`src/rtl/kcc_pkg.sv`:
```
`timescale 1ns / 1ps

package kcc_pkg;

    localparam int CFG_ADDR_W = 4;
    localparam int CFG_DATA_W = 8;
    localparam int CODE_W     = 4;
    localparam int CNT_W      = 8;
    localparam int ERR_W      = 2;

    localparam logic [CFG_ADDR_W-1:0] REG_LONG_PRESS    = 4'd0;
    localparam logic [CFG_ADDR_W-1:0] REG_SHORT_RELEASE = 4'd1;
    localparam logic [CFG_ADDR_W-1:0] REG_GAP_MIN       = 4'd2;
    localparam logic [CFG_ADDR_W-1:0] REG_GAP_MAX       = 4'd3;

    localparam logic [CODE_W-1:0] CODE_NONE  = 4'd10;
    localparam logic [CODE_W-1:0] CODE_MULTI = 4'd11;

    localparam logic [CNT_W:0]   CNT_LIMIT    = 9'd250;
    localparam logic [CNT_W-1:0] CNT_FALLBACK = 8'd200;
    localparam logic [ERR_W-1:0] ERR_LIMIT    = 2'd3;

    localparam logic [CNT_W-1:0] RST_LONG_PRESS    = 8'd100;
    localparam logic [CNT_W-1:0] RST_SHORT_RELEASE = 8'd20;
    localparam logic [CNT_W-1:0] RST_GAP_MIN       = 8'd5;
    localparam logic [CNT_W-1:0] RST_GAP_MAX       = 8'd9;

    typedef enum logic [2:0] {
        EV_NONE   = 3'd0,
        EV_SHORT  = 3'd1,
        EV_DOUBLE = 3'd2,
        EV_LONG   = 3'd3,
        EV_ERROR  = 3'd4
    } t_event;

    typedef struct packed {
        logic [CNT_W-1:0] long_press_ticks;
        logic [CNT_W-1:0] short_release_ticks;
        logic [CNT_W-1:0] double_gap_min;
        logic [CNT_W-1:0] double_gap_max;
    } t_cfg;

    typedef struct packed {
        logic [CODE_W-1:0] key;
        t_event            event_res;
    } t_result;

    // Counter increment that falls back to 200 once it passes 250.
    function automatic logic [CNT_W-1:0] bump(input logic [CNT_W-1:0] c);
        logic [CNT_W:0] n;
        n = {1'b0, c} + 9'd1;
        if (n > CNT_LIMIT) begin
            return CNT_FALLBACK;
        end
        return n[CNT_W-1:0];
    endfunction

endpackage

```
`src/rtl/kcc_cfg_regs.sv`:
```
`timescale 1ns / 1ps

module kcc_cfg_regs (
    input  logic                             i_clk,
    input  logic                             i_rst_n,
    input  logic                             i_cfg_we,
    input  logic [kcc_pkg::CFG_ADDR_W-1:0]   i_cfg_addr,
    input  logic [kcc_pkg::CFG_DATA_W-1:0]   i_cfg_wdata,
    output kcc_pkg::t_cfg                    o_cfg
);

    kcc_pkg::t_cfg r_cfg;
    kcc_pkg::t_cfg n_cfg;

    always_comb begin
        n_cfg = r_cfg;
        if (i_cfg_we) begin
            unique case (i_cfg_addr)
                kcc_pkg::REG_LONG_PRESS:    n_cfg.long_press_ticks    = i_cfg_wdata;
                kcc_pkg::REG_SHORT_RELEASE: n_cfg.short_release_ticks = i_cfg_wdata;
                kcc_pkg::REG_GAP_MIN:       n_cfg.double_gap_min      = i_cfg_wdata;
                kcc_pkg::REG_GAP_MAX:       n_cfg.double_gap_max      = i_cfg_wdata;
                default:                    n_cfg = r_cfg;
            endcase
        end
    end

    always_ff @(posedge i_clk) begin
        if (!i_rst_n) begin
            r_cfg.long_press_ticks    <= kcc_pkg::RST_LONG_PRESS;
            r_cfg.short_release_ticks <= kcc_pkg::RST_SHORT_RELEASE;
            r_cfg.double_gap_min      <= kcc_pkg::RST_GAP_MIN;
            r_cfg.double_gap_max      <= kcc_pkg::RST_GAP_MAX;
        end else begin
            r_cfg <= n_cfg;
        end
    end

    assign o_cfg = r_cfg;

endmodule

```
`src/rtl/kcc_core.sv`:
```
`timescale 1ns / 1ps

module kcc_core #(
    parameter int NUM_KEYS = 10
) (
    input  logic                         i_clk,
    input  logic                         i_rst_n,
    input  logic                         i_step,
    input  logic [kcc_pkg::CODE_W-1:0]   i_code,
    input  kcc_pkg::t_cfg                i_cfg,
    output kcc_pkg::t_result             o_result
);

    logic [kcc_pkg::CNT_W-1:0]  r_press;
    logic [kcc_pkg::CNT_W-1:0]  r_release;
    logic [kcc_pkg::ERR_W-1:0]  r_error;
    logic [kcc_pkg::CODE_W-1:0] r_last_key;

    logic [kcc_pkg::CNT_W-1:0]  n_press;
    logic [kcc_pkg::CNT_W-1:0]  n_release;
    logic [kcc_pkg::ERR_W-1:0]  n_error;
    logic [kcc_pkg::CODE_W-1:0] n_last_key;

    logic w_is_key;

    assign w_is_key = (i_code != kcc_pkg::CODE_NONE) && (i_code != kcc_pkg::CODE_MULTI)
                      && (i_code < kcc_pkg::CODE_W'(NUM_KEYS));

    always_comb begin
        n_press            = r_press;
        n_release          = r_release;
        n_error            = r_error;
        n_last_key         = r_last_key;
        o_result.event_res = kcc_pkg::EV_NONE;
        o_result.key       = kcc_pkg::CODE_NONE;

        if (i_code == kcc_pkg::CODE_NONE) begin
            n_error   = '0;
            n_release = kcc_pkg::bump(r_release);
            if (n_release >= 8'd2) begin
                if (r_press >= i_cfg.long_press_ticks) begin
                    n_release = i_cfg.short_release_ticks + 8'd1;
                end
                n_press = '0;
                if (n_release == i_cfg.short_release_ticks) begin
                    o_result.event_res = kcc_pkg::EV_SHORT;
                    o_result.key       = r_last_key;
                end
            end
        end else if (w_is_key) begin
            n_error = '0;
            n_press = kcc_pkg::bump(r_press);
            if (n_press >= 8'd2) begin
                if (i_code != r_last_key) begin
                    if (n_press < 8'd4) begin
                        n_last_key = i_code;
                    end
                end else if (r_release > i_cfg.double_gap_max) begin
                    n_release = '0;
                end else if (r_release >= i_cfg.double_gap_min) begin
                    n_press            = i_cfg.long_press_ticks + 8'd1;
                    n_release          = '0;
                    o_result.event_res = kcc_pkg::EV_DOUBLE;
                    o_result.key       = r_last_key;
                end else if (n_press == i_cfg.long_press_ticks) begin
                    o_result.event_res = kcc_pkg::EV_LONG;
                    o_result.key       = r_last_key;
                end
            end
        end else begin
            if (r_error < kcc_pkg::ERR_LIMIT) begin
                n_error = r_error + 2'd1;
            end
            if (n_error >= kcc_pkg::ERR_LIMIT) begin
                n_press            = '0;
                n_release          = kcc_pkg::CNT_FALLBACK;
                n_last_key         = kcc_pkg::CODE_NONE;
                o_result.event_res = kcc_pkg::EV_ERROR;
            end
        end
    end

    always_ff @(posedge i_clk) begin
        if (!i_rst_n) begin
            r_press    <= '0;
            r_release  <= kcc_pkg::CNT_FALLBACK;
            r_error    <= '0;
            r_last_key <= kcc_pkg::CODE_NONE;
        end else if (i_step) begin
            r_press    <= n_press;
            r_release  <= n_release;
            r_error    <= n_error;
            r_last_key <= n_last_key;
        end
    end

    a_error_clears_state: assert property (@(posedge i_clk) disable iff (!i_rst_n)
        i_step && (o_result.event_res == kcc_pkg::EV_ERROR)
        |=> (r_press == '0) && (r_release == kcc_pkg::CNT_FALLBACK)
            && (r_last_key == kcc_pkg::CODE_NONE))
        else $error("error reset did not restore the counters");

    a_last_key_legal: assert property (@(posedge i_clk) disable iff (!i_rst_n)
        (r_last_key == kcc_pkg::CODE_NONE) || (r_last_key < kcc_pkg::CODE_W'(NUM_KEYS)))
        else $error("latched key out of range");

endmodule

```
`src/rtl/key_click_classifier.sv`:
```
`timescale 1ns / 1ps

// Keypad click classifier.
// One scan result per transaction enters on the slave stream (tdata[3:0] is the
// scan code: a key number, 10 for no key, 11 for several keys). Every input
// transaction produces exactly one result transaction on the master stream,
// carrying the event code and the latched key.
// Thresholds are set through the write port (index 0 long press, 1 short
// release, 2 double gap minimum, 3 double gap maximum); write them only while
// no transaction is in flight. Writes to other indexes are ignored.
// An accepted scan is held in an input register, then classified combinationally
// against the press, release and error counters, and the result is held in an
// output register: the result is presented from the output register once the
// scan has passed through the input register, and one scan can be accepted in every cycle while results are taken.
// A synchronous reset clears both stages, restores the default thresholds and
// returns the counters and the latched key to their idle values.
// When the receiver stalls, the result waits in the output register, one more
// scan waits in the input register, and tready then drops until the result is
// taken.

module key_click_classifier #(
    parameter int NUM_KEYS = 10
) (
    input  logic                             i_clk,
    input  logic                             i_rst_n,
    input  logic                             i_cfg_we,
    input  logic [kcc_pkg::CFG_ADDR_W-1:0]   i_cfg_addr,
    input  logic [kcc_pkg::CFG_DATA_W-1:0]   i_cfg_wdata,
    input  logic                             i_s_axis_tvalid,
    output logic                             o_s_axis_tready,
    input  logic [7:0]                       i_s_axis_tdata,  // scan_code[3:0], zero[7:4]
    output logic                             o_m_axis_tvalid,
    input  logic                             i_m_axis_tready,
    output logic [7:0]                       o_m_axis_tdata   // event_res[2:0], key[6:3], zero[7]
);

    kcc_pkg::t_cfg    w_cfg;
    kcc_pkg::t_result w_res;

    logic                       r_in_valid;
    logic [kcc_pkg::CODE_W-1:0] r_in_code;
    logic                       r_out_valid;
    kcc_pkg::t_result           r_out_res;

    logic w_out_adv;
    logic w_step;

    assign w_out_adv       = !r_out_valid || i_m_axis_tready;
    assign w_step          = r_in_valid && w_out_adv;
    assign o_s_axis_tready = !r_in_valid || w_out_adv;

    kcc_cfg_regs u_cfg (
        .i_clk       (i_clk),
        .i_rst_n     (i_rst_n),
        .i_cfg_we    (i_cfg_we),
        .i_cfg_addr  (i_cfg_addr),
        .i_cfg_wdata (i_cfg_wdata),
        .o_cfg       (w_cfg)
    );

    kcc_core #(
        .NUM_KEYS (NUM_KEYS)
    ) u_core (
        .i_clk    (i_clk),
        .i_rst_n  (i_rst_n),
        .i_step   (w_step),
        .i_code   (r_in_code),
        .i_cfg    (w_cfg),
        .o_result (w_res)
    );

    always_ff @(posedge i_clk) begin
        if (!i_rst_n) begin
            r_in_valid  <= 1'b0;
            r_out_valid <= 1'b0;
        end else begin
            if (o_s_axis_tready) begin
                r_in_valid <= i_s_axis_tvalid;
            end
            if (w_out_adv) begin
                r_out_valid <= r_in_valid;
            end
        end
    end

    always_ff @(posedge i_clk) begin
        if (o_s_axis_tready && i_s_axis_tvalid) begin
            r_in_code <= i_s_axis_tdata[kcc_pkg::CODE_W-1:0];
        end
        if (w_step) begin
            r_out_res <= w_res;
        end
    end

    assign o_m_axis_tvalid = r_out_valid;
    assign o_m_axis_tdata  = {1'b0, r_out_res.key, r_out_res.event_res};

    a_reset_empties: assert property (@(posedge i_clk)
        !i_rst_n |=> !o_m_axis_tvalid && o_s_axis_tready)
        else $error("pipeline not empty after reset");

    a_no_key_without_click: assert property (@(posedge i_clk) disable iff (!i_rst_n)
        o_m_axis_tvalid && ((r_out_res.event_res == kcc_pkg::EV_NONE)
                            || (r_out_res.event_res == kcc_pkg::EV_ERROR))
        |-> (r_out_res.key == kcc_pkg::CODE_NONE))
        else $error("key reported without a click event");

    a_pending_scan_kept: assert property (@(posedge i_clk) disable iff (!i_rst_n)
        r_in_valid && !w_out_adv |=> r_in_valid && $stable(r_in_code))
        else $error("stalled scan lost from the input register");

endmodule

```
`config.mk`:
```
export PLATFORM = sky130hd
export DESIGN_NAME = key_click_classifier
export DESIGN_NICKNAME = d
export VERILOG_FILES = /design/src/rtl/kcc_pkg.sv /design/src/rtl/kcc_cfg_regs.sv /design/src/rtl/kcc_core.sv /design/src/rtl/key_click_classifier.sv
export SDC_FILE = /design/constraint.sdc
export NUM_CORES = 1
export LEC_CHECK = 0
export BUFFER_PORTS_ARGS = -buffer_cell sky130_fd_sc_hd__buf_2
export CAP_MARGIN = 40
export CORE_UTILIZATION = 60
export CTS_CLUSTER_DIAMETER = 150
export DETAILED_ROUTE_END_ITERATION = 12
export GPL_TIMING_DRIVEN = 0
export HOLD_SLACK_MARGIN = 0.12
export PLACE_DENSITY_LB_ADDON = 0.25
export SLEW_MARGIN = 20
export SYNTH_ARGS = -nofsm -noshare
export SYNTH_HDL_FRONTEND = slang
export SYNTH_HIERARCHICAL = 1
export SYNTH_SLANG_ARGS = --single-unit
```
`constraint.sdc`:
```
create_clock -name i_clk -period 4.46 [get_ports i_clk]
set_clock_uncertainty 0.05 [all_clocks]
set_input_delay 0.223 -clock i_clk [delete_from_list [all_inputs] [get_ports i_clk]]
set_output_delay 0.223 -clock i_clk [all_outputs]
set_load 0.02 [all_outputs]
```
Word-level counts from Yosys, hierarchy flattened --
Cells that the tools add are included.
Word-level totals: logic and storage cells 116, bits of input ports 25, register bits 67, output and inout bits 10
Cells by class: magnitude comparators 11, reduce and logical (&&, ||, !) cells 18, multiplexer cells 52, $add $sub $neg 5, equality and inequality tests 16, bitwise gates (word level) 1
Operator list (count):
- $mux W8 | 26
- $mux W7 | 8
- $mux W4 | 6
- $add A8 B1 Y9 const B | 2
- $gt A9 B8 Y1 const B | 2
- $add A8 B1 Y8 const B | 2
- $eq A8 B8 Y1 | 2
- $ge A8 B2 Y1 const B | 2
- $ge A8 B8 Y1 | 2
- $ne A4 B4 Y1 const B | 3
- $mux W2 | 5
- $eq A4 B2 Y1 const B | 2
- $gt A8 B8 Y1 | 1
- $lt A8 B3 Y1 const B | 1
- $ne A2 B2 Y1 const B | 4
- $reduce_and A2 Y1 | 4
- $mux W3 | 2
- $ne A3 B3 Y1 const B | 2
- $reduce_and A6 Y1 | 1
- $mux W1 | 5
- $reduce_and A5 Y1 | 1
- $eq A4 B1 Y1 const B | 1
- $eq A4 B4 Y1 const B | 1
- $logic_and A1 B1 Y1 | 4
- 12 further kinds | 14

Logic depth before layout (Yosys ltp) --
Gate-level depths: netlist of run 1.
depth after elaboration 16, mapped depth 13, mapped depth without buffers 10

Cells and area by module --
Netlist of run 1, hierarchy kept.
Modules (own cells, without submodules):
- kcc_core | area an instance 3233.1 µm², instances 1, cells an instance 442
- kcc_cfg_regs | area an instance 1283.7 µm², instances 1, cells an instance 126
- key_click_classifier | area an instance 445.4 µm², instances 1, cells an instance 22

Worst setup path before layout of run 1 --
No wires, ideal clock.
path type register -> register, from register u_core/r_press[1] in the netlist's numbering, to register r_out_res, in the netlist o_m_axis_tdata[4] (data pin), arrival 2.790 ns, path slack 1.366 ns, path buffers 1, data required time 4.156 ns, setup time 0.254 ns, stages on the path, launching flop included 12, cell sequence dfxtp_1 > inv_1 > ha_1 > or2_1 > o32ai_1 > o211ai_1 > a21o_1 > buf_6 > a21boi_1 > or4b_1 > o31a_1 > a21o_1
RTL lines:
- start, declared | line kcc_core.sv:14 | logic [kcc_pkg::CNT_W-1:0] r_press;
- start signal, assigned | line kcc_core.sv:90 | r_press <= n_press;
- end signal, assigned | line key_click_classifier.sv:91 | r_out_res <= w_res;
- end, declared | line key_click_classifier.sv:43 | kcc_pkg::t_result r_out_res;

==> results of run 1 <==
## worst paths after layout
check / startpoint / end / slack [ps] / depth (start not counted)
hold / removal: i_cfg_wdata[5] / u_cfg/o_cfg[29]$_SDFFE_PN1P_ / 120 / 3
setup reg to reg: u_cfg/o_cfg[29]$_SDFFE_PN1P_ / o_m_axis_tdata[4]$_DFFE_PP_ / 460 / 12
setup / recovery: u_cfg/o_cfg[29]$_SDFFE_PN1P_ / o_m_axis_tdata[4]$_DFFE_PP_ / 460 / 12
hold reg to reg: u_cfg/o_cfg[2]$_SDFFE_PN0P_ / u_cfg/o_cfg[2]$_SDFFE_PN0P_ / 420 / 2
## registers in the layout (all words and copies together) (netlist names)
name / cells
u_cfg/o_cfg: 32
u_core/r_press: 8
u_core/r_release: 8
o_m_axis_tdata: 7
r_in_code: 4
u_core/r_last_key: 4
u_core/r_error: 2
o_m_axis_tvalid: 1
r_in_valid: 1
## per-stage QoR
step / hold WS, ps / utilization
finish: 120.2 / 0.7097
global route: 134.2 / 0.7097
global placement: 350.5 / 0.6665
detailed placement: 351.4 / 0.6674
CTS: 121.0 / 0.7090
floorplan: 271.9 / -
## cell usage after synthesis (3+ instances only)
| library cell | number | area [sq um] |
|---|---|---|
| sky130_fd_sc_hd__a211o_1 | 3 | 26.28 |
| sky130_fd_sc_hd__a211oi_1 | 6 | 45.04 |
| sky130_fd_sc_hd__a21boi_0 | 6 | 45.04 |
| sky130_fd_sc_hd__a21boi_1 | 6 | 45.04 |
| sky130_fd_sc_hd__a21o_1 | 6 | 45.04 |
| sky130_fd_sc_hd__a21oi_1 | 17 | 85.08 |
| sky130_fd_sc_hd__a22oi_1 | 8 | 60.06 |
| sky130_fd_sc_hd__a31oi_1 | 7 | 43.79 |
| sky130_fd_sc_hd__and2_1 | 9 | 56.30 |
| sky130_fd_sc_hd__and3_1 | 5 | 31.28 |
| sky130_fd_sc_hd__and4_1 | 6 | 52.55 |
| sky130_fd_sc_hd__buf_2 | 12 | 60.06 |
| sky130_fd_sc_hd__clkbuf_1 | 18 | 67.56 |
| sky130_fd_sc_hd__dfxtp_1 | 56 | 1121 |
| sky130_fd_sc_hd__edfxtp_1 | 11 | 330.3 |
| sky130_fd_sc_hd__ha_1 | 30 | 375.4 |
| sky130_fd_sc_hd__inv_1 | 37 | 138.9 |
| sky130_fd_sc_hd__mux2_2 | 4 | 45.04 |
| sky130_fd_sc_hd__mux2i_1 | 39 | 390.4 |
| sky130_fd_sc_hd__nand2_1 | 69 | 259.0 |
| sky130_fd_sc_hd__nand2b_1 | 6 | 37.54 |
| sky130_fd_sc_hd__nand3_1 | 23 | 115.1 |
| sky130_fd_sc_hd__nand3b_1 | 5 | 37.54 |
| sky130_fd_sc_hd__nand4_1 | 8 | 50.05 |
| sky130_fd_sc_hd__nor2_1 | 24 | 90.09 |
| sky130_fd_sc_hd__nor2b_1 | 28 | 175.2 |
| sky130_fd_sc_hd__nor3_1 | 5 | 25.02 |
| sky130_fd_sc_hd__o2111ai_1 | 3 | 26.28 |
| sky130_fd_sc_hd__o211ai_1 | 10 | 75.07 |
| sky130_fd_sc_hd__o21a_1 | 5 | 37.54 |
| sky130_fd_sc_hd__o21ai_0 | 29 | 145.1 |
| sky130_fd_sc_hd__o32ai_1 | 3 | 26.28 |
| sky130_fd_sc_hd__or4_1 | 5 | 37.54 |
| sky130_fd_sc_hd__xnor2_1 | 14 | 122.6 |
| sky130_fd_sc_hd__xor2_1 | 17 | 148.9 |
## where the power goes
| group | total (uW) | switching (uW) | internal [uW] |
|---|---|---|---|
| combinational | 126 | 74.7 | 51.6 |
| sequential | 639 | 14.1 | 625 |
| clock | 611 | 259 | 352 |
| total | 1380 | 348 | 1030 |
## critical path, delay by kind of cell, from the launching register on
kind                     cells  cell delay (ps)
AND/OR/NAND/NOR              3              430
AO/OA/AOI/OAI                4             1310
buffers and inverters        4             1260
flip-flops                   1              350
adder cells (fa/ha/maj)      1              350
## per-layer routing
| layer | vias to the layer above | track usage | wire length (um) |
|---|---|---|---|
| met5 | - | 0 | 0 |
| li1 | 2212 | - | - |
| met2 | 202 | 0.5257 | 6166 |
| met3 | 21 | 0.03941 | 787 |
| met1 | 2169 | 0.4194 | 5780 |
| met4 | 0 | 0.09872 | 250 |
## area by class of cell
| type | count | area [sq um] | area share |
|---|---|---|---|
| buffer | 34 | 165.2 | 0.02966 |
| timing repair buffer | 38 | 237.7 | 0.04269 |
| tap | 102 | 127.6 | 0.02292 |
| sequential | 67 | 1451 | 0.2606 |
| inverter | 38 | 142.6 | 0.02561 |
| clock buffer | 11 | 152.6 | 0.02741 |
| multi-input combinational | 451 | 3208 | 0.5761 |
| clock inverter | 5 | 83.83 | 0.01505 |
## cells by family (layout without fill, tap and decap cells)
family                     after synthesis  count (layout)
and+or+nand+nor                        212             212
AOI/OAI and AO/OA                      133             133
buffers and inverters                   72             126
DFF                                     67              67
muxes                                   44              44
xor gates and xnor gates                31              31
adders and majority gates               30              30
other                                    1               1
## what timing repair did
| action | 4_1_cts | 5_1_grt |
|---|---|---|
| setup endpoints to repair | 0 | 1 |
| hold buffers | 9 | 0 |
| hold endpoints to repair | 9 | 0 |
| resized for setup | 0 | 1 |
==> impl_metrics.csv, run 1 <==
group,metric,value,unit
synthesis,synth-adder-area-share,0.07564,
run,timing.max_cap.violations,0,
grt,first_pass_grt_wire_length,21170,um
synthesis,synth-xor-area-share,0.05472,
sta,max_clock_freq,0.2503,GHz
die,fp.dieH,92.94,um
power,total_leakage_power,0.002325,uW
cells_and_area,layout.filler_cells,621,
critical_path,crit_required,4510,ps
sta,timing_max_transition_violations_final,0,
synthesis,synthMuxAreaShare,0.09002,
synthesis,dominantRegCellSynth,"sky130_fd_sc_hd__dfxtp_1",
power,peakVddDrop,209.4,uV
placed_design,placed_area,0.005238,sq mm
critical_path,critPathArrivalTime,4050,ps
critical_path,timing.setup.critical_path_class,"flop to flop",
synthesis,synth-edff-count,11,
sta,report.final.setup_viol,0,
synthesis,synth_top_family_by_area,"simple AND/OR/NAND/NOR gates",
route,detailedRoute.firstPassIterationCount,5,
power,power.density_cell_area,247.2,mW/mm^2
die,number_of_rows_created_at_floorplan,32,
route,detail_route.drc_violations,0,
run_status,status,"completed",
synthesis,ys_seq_elements,67,
grt,grt_start_max_net_pins,14,
route,vias_per_cell,6.172,
cells_and_area,final_antenna_diode_count,0,
clock_network,clk_path_buf_depth,2,
die,dieArea,0.008638,sq mm
synthesis,synth_nets,645,
grt,number_of_global_route_vias_before_repair,4253,
placed_design,dp_hpwl,9613,um
critical_path,worst_path_largest_cell_delay,470,ps
clock_network,cts-buffers-inserted,9,
cells_and_area,fin_area,0.005569,sq mm
clock_network,cts_tree,"yes",
critical_path,cp_launch_type,"flop",
grt,grt_antenna_before_repair,0,
placed_design,place_ws,406.6,ps
synthesis,asyncSetResetFlopFracSynth,0,
die,io-pin-count,35,
synthesis,synth_cells,590,
die,floorplan.initialDensity,0.6323,
placed_design,place.detailed.instances,721,
die,floorplan.die.width,92.94,um
sta,post-route-period-util,0.8958,
clock_network,clk_latency,350,ps
sta,grt_setup_unrepaired,"no",
grt,grt.total_usage,0.3143,
critical_path,path_common_cell,"sky130_fd_sc_hd__clkbuf_1",
sta,final.setup.tns,0,ps
die,coreArea,0.007848,sq mm
min_path,hp-class,"input pin to flop",
synthesis,yosys_warnings,6,
critical_path,crit_chain,"clkbuf_1, inv_1, ha_1, a211oi_1, nor2_1, a211oi_2, clkbuf_1, clkbuf_1, nand4_1, nor3_1, o211ai_1, a21o_1",
cells_and_area,layout.cells.most_common_list,"sky130_fd_sc_hd__nand2_1, sky130_fd_sc_hd__dfxtp_1, sky130_fd_sc_hd__buf_2",
sta,period_needed,3995,ps
clock_network,clk_pin_slew_worst_paths,100,ps
critical_path,endpoint_kind,"flop",
route,detailroute.via_count,4604,
sta,worst_slew_pin_slew,704.4,ps
cells_and_area,layout.nets,694,
clock_network,post_cts.repair.setup_buffers,0,
route,drt_wl_total,12980,um
route,drt-wirelength-per-cell,17.40,um
synthesis,synth-compound-area-share,0.1896,
synthesis,synth_area_per_cell,8.411,sq um
synthesis,synth_cell_type_count,73,
cells_and_area,syn_to_final_growth,12.23,%
critical_path,critical-path-slowest-cell,"sky130_fd_sc_hd__a211oi_2",
critical_path,worst-path-max-fanout,10,
synthesis,sequential_area_share_after_synthesis,0.2925,
route,drt.antenna.violating_nets,0,
synthesis,yosys.area_share.simple,0.2347,
cells_and_area,stdcell_count,746,
cells_and_area,final_common_cell,"sky130_fd_sc_hd__nand2_1",
route,drt_first_iter_violations,392,
sta,finalHoldViolations,0,
sta,maxSlewHeadroom,0.5283,
synthesis,syn-cell-area,0.004962,sq mm
placed_design,numPortBuffers,28,
placed_design,finalWeightedCongestion,0.9265,
sta,setup_ws,464.7,ps
clock_network,ctsRootBufferMaster,"sky130_fd_sc_hd__clkbuf_8",
cells_and_area,layout-drive-gt1-share,0.1258,
clock_network,cts_num_sinks,67,
power,report.power.total,1377,uW
clock_network,h-tree-depth,3,
grt,grt.overflow.total,0,
Note: power is estimated with default switching activity, not from simulation.
==> run 2, diff against run 1 <==
--- a/config.mk
+++ b/config.mk
@@ -5,6 +5,7 @@
 export SDC_FILE = /design/constraint.sdc
 export NUM_CORES = 1
 export LEC_CHECK = 0
+export ABC_AREA = 1
 export BUFFER_PORTS_ARGS = -buffer_cell sky130_fd_sc_hd__buf_2
 export CAP_MARGIN = 40
 export CORE_UTILIZATION = 60
@@ -16,5 +17,4 @@
 export SLEW_MARGIN = 20
 export SYNTH_ARGS = -nofsm -noshare
 export SYNTH_HDL_FRONTEND = slang
-export SYNTH_HIERARCHICAL = 1
 export SYNTH_SLANG_ARGS = --single-unit
==> impl_metrics.csv, run 2 <==
group,metric,value,unit
run_status,status,"completed",
synthesis,synth_nets,701,
grt,first_pass_grt_wire_length,19230,um
die,number_of_rows_created_at_floorplan,31,
cells_and_area,final_common_cell,"sky130_fd_sc_hd__nand2_1",
placed_design,placed_area,0.004853,sq mm
cells_and_area,layout.cells.most_common_list,"sky130_fd_sc_hd__nand2_1, sky130_fd_sc_hd__inv_1, sky130_fd_sc_hd__a21oi_1",
sta,finalHoldViolations,0,
run,timing.max_cap.violations,0,
critical_path,worstPathBufferInverterCount,2,
synthesis,dominantRegCellSynth,"sky130_fd_sc_hd__dfxtp_1",
synthesis,sequential_area_share_after_synthesis,0.3162,
sta,final.setup.tns,0,ps
synthesis,ys_seq_elements,67,
clock_network,clk_path_buf_depth,2,
route,drt.antenna.violating_nets,0,
min_path,hp-class,"input pin to flop",
synthesis,synth.top_cells.by_area,"sky130_fd_sc_hd__dfxtp_1, sky130_fd_sc_hd__nand2_1, sky130_fd_sc_hd__ha_1, sky130_fd_sc_hd__a21oi_1, sky130_fd_sc_hd__inv_1",
sta,setup_ws,1516,ps
route,drt_first_iter_violations,266,
grt,grt.overflow.total,0,
clock_network,clk_pin_slew_worst_paths,80,ps
die,fp.dieH,89.46,um
placed_design,finalWeightedCongestion,1.008,
critical_path,path_common_cell,"sky130_fd_sc_hd__nand2_1",
die,coreArea,0.007331,sq mm
synthesis,yosys_warnings,0,
critical_path,endpoint_kind,"flop",
critical_path,cp_top_family,"simple AND/OR/NAND/NOR gates",
clock_network,clk_latency,360,ps
route,drt-wirelength-per-cell,14.76,um
critical_path,critPathArrivalTime,3010,ps
sta,post-route-period-util,0.6602,
grt,globalRouteMet2Util,0.5128,
synthesis,synth_area_per_cell,7.104,sq um
synthesis,synth.top_cells.by_count,"sky130_fd_sc_hd__nand2_1, sky130_fd_sc_hd__inv_1, sky130_fd_sc_hd__a21oi_1, sky130_fd_sc_hd__dfxtp_1, sky130_fd_sc_hd__nand3_1",
grt,grt_antenna_before_repair,0,
grt,grt_use_met1,0.4082,
route,detail_route.drc_violations,0,
die,floorplan.die.width,89.46,um
cells_and_area,layout.nets,749,
synthesis,synth_top_area_cell,"sky130_fd_sc_hd__dfxtp_1",
critical_path,worst-path-max-fanout,9,
route,detailroute.via_count,4485,
grt,grt.total_usage,0.3186,
clock_network,post_cts.repair.setup_buffers,0,
cells_and_area,final_antenna_diode_count,0,
route,vias_per_cell,5.620,
clock_network,cts_num_sinks,67,
cells_and_area,layout-drive-gt1-share,0.1474,
critical_path,crit_chain,"inv_1, ha_1, nand2_1, nor2_1, nand4_1, nand3_1, inv_2, nand2_1, nand2_1, a21oi_1, nand3_1, nor2_1, nand4_2, nand2_1, nand2_1",
cells_and_area,syn_to_final_growth,11.78,%
placed_design,numPortBuffers,28,
synthesis,synth.most_common_cell,"sky130_fd_sc_hd__nand2_1",
critical_path,cp_launch_type,"flop",
cells_and_area,fin_area,0.005130,sq mm
route,drt_wl_total,11780,um
sta,timing_max_transition_violations_final,0,
die,io-pin-count,35,
grt,number_of_global_route_vias_before_repair,4176,
die,floorplan.initialDensity,0.6260,
synthesis,synth_cell_type_count,45,
critical_path,timing.setup.critical_path_class,"flop to flop",
placed_design,dp_hpwl,8968,um
synthesis,yosys.area.top_type_share,0.2443,
synthesis,synth_cells,646,
clock_network,cts-buffers-inserted,9,
grt,grtUsageMet3,0.06371,
critical_path,worst_path_largest_cell_delay,370,ps
critical_path,crit_required,4530,ps
grt,top_usage_layer,"met2",
power,total_leakage_power,0.002351,uW
die,dieArea,0.008003,sq mm
sta,maxSlewHeadroom,0.5282,
clock_network,ctsRootBufferMaster,"sky130_fd_sc_hd__clkbuf_8",
power,power.density_cell_area,256.7,mW/mm^2
clock_network,cts_tree,"yes",
sta,period_needed,2944,ps
cells_and_area,largest_reg_flops,32,
sta,hold_ws,141.8,ps
power,peakVddDrop,147.5,uV
placed_design,place_ws,1620,ps
synthesis,synth-edff-count,11,
clock_network,h-tree-depth,3,
critical_path,critical-path-slowest-cell,"sky130_fd_sc_hd__dfxtp_1",
clock_network,post_cts_resize_count,0,
sta,report.final.setup_viol,0,
sta,worst_slew_pin_slew,707.7,ps
sta,max_clock_freq,0.3396,GHz
sta,grt_setup_unrepaired,"no",
grt,grt_start_max_net_pins,13,
synthesis,syn-cell-area,0.004589,sq mm
synthesis,asyncSetResetFlopFracSynth,0,
route,detailedRoute.firstPassIterationCount,5,
run 2: changes by cell type in the layout (fill, tap and decap cells not counted), sizes merged, moves of 23 or more:
| cell | delta |
|---|---|
| nand3 | +32 |
| a21oi | +52 |
| o21ai | +23 |
| nor2b | -29 |
| nand2 | +88 |
| inv | +61 |
| mux2i | -39 |
run 2: metrics by stage:
step / cells / power (uW) / utilization
after floorplan: 646 / 770.2 / -
after global routing: 798 / 1368 / 0.6998
final: 798 / 1317 / 0.6998
after global placement: 773 / 813.6 / 0.6621
after detailed placement: 773 / 819.8 / 0.6621
after CTS: 798 / 1318 / 0.6998
run 2: where the power goes:
group,leakage [uW],internal [uW],switching [uW]
Combinational,0.00171,59.8,109
Clock,0.0000893,257,242
Sequential,0.000555,631,18.1
run 2: layout make-up:
cell class	instances	area, sq um
Multi-Input combinational cell	462	2678
Clock buffer	11	131.4
Timing Repair Buffer	37	230.2
Fill cell	659	2201
Clock inverter	5	55.05
Tap cell	99	123.9
Buffer	14	68.82
Inverter	103	391.6
Sequential cell	67	1451
run 2: logic make-up (layout without fill, tap and decap cells):
family,Yosys count,after routing,share of synthesized area
XOR/XNOR,14,14,0.02835
AND/OR/NAND/NOR,283,283,0.3092
flip-flops,67,67,0.3163
AO/OA/AOI/OAI,134,134,0.1633
buffers and inverters,117,170,0.1003
adder cells (fa/ha/maj),30,30,0.08179
other,1,1,0.0008171
run 2: timing repair:
action                                  CTS  global route
hold buffers                              9             0
hold endpoints to repair                 10             0
endpoints found under the setup margin    0             0
run 2: final timing paths:
check	startpoint	endpoint	slack [ps]	depth (start not counted)
max	u_cfg.o_cfg[28]$_SDFFE_PN0P_	o_m_axis_tdata[6]$_DFFE_PP_	1520	15
min	i_cfg_wdata[5]	u_cfg.o_cfg[29]$_SDFFE_PN1P_	140	3
max reg2reg	u_cfg.o_cfg[28]$_SDFFE_PN0P_	o_m_axis_tdata[6]$_DFFE_PP_	1520	15
min reg2reg	u_cfg.o_cfg[15]$_SDFFE_PN0P_	u_cfg.o_cfg[15]$_SDFFE_PN0P_	420	2
run 2: metal layers:
| layer | routed length (um) | vias to the layer above |
|---|---|---|
| li1 | - | 2228 |
| met1 | 5126 | 2024 |
| met2 | 5436 | 198 |
| met3 | 835 | 35 |
| met4 | 379 | 0 |
| met5 | 0 | - |
run 2: worst register-to-register path, delay by kind of cell, from the launching register on:
| family | cells | cell delay (ps) |
|---|---|---|
| simple gates | 11 | 1560 |
| flops | 1 | 370 |
| buf+inv | 2 | 300 |
| fa+ha+maj | 1 | 300 |
| compound gates | 1 | 140 |
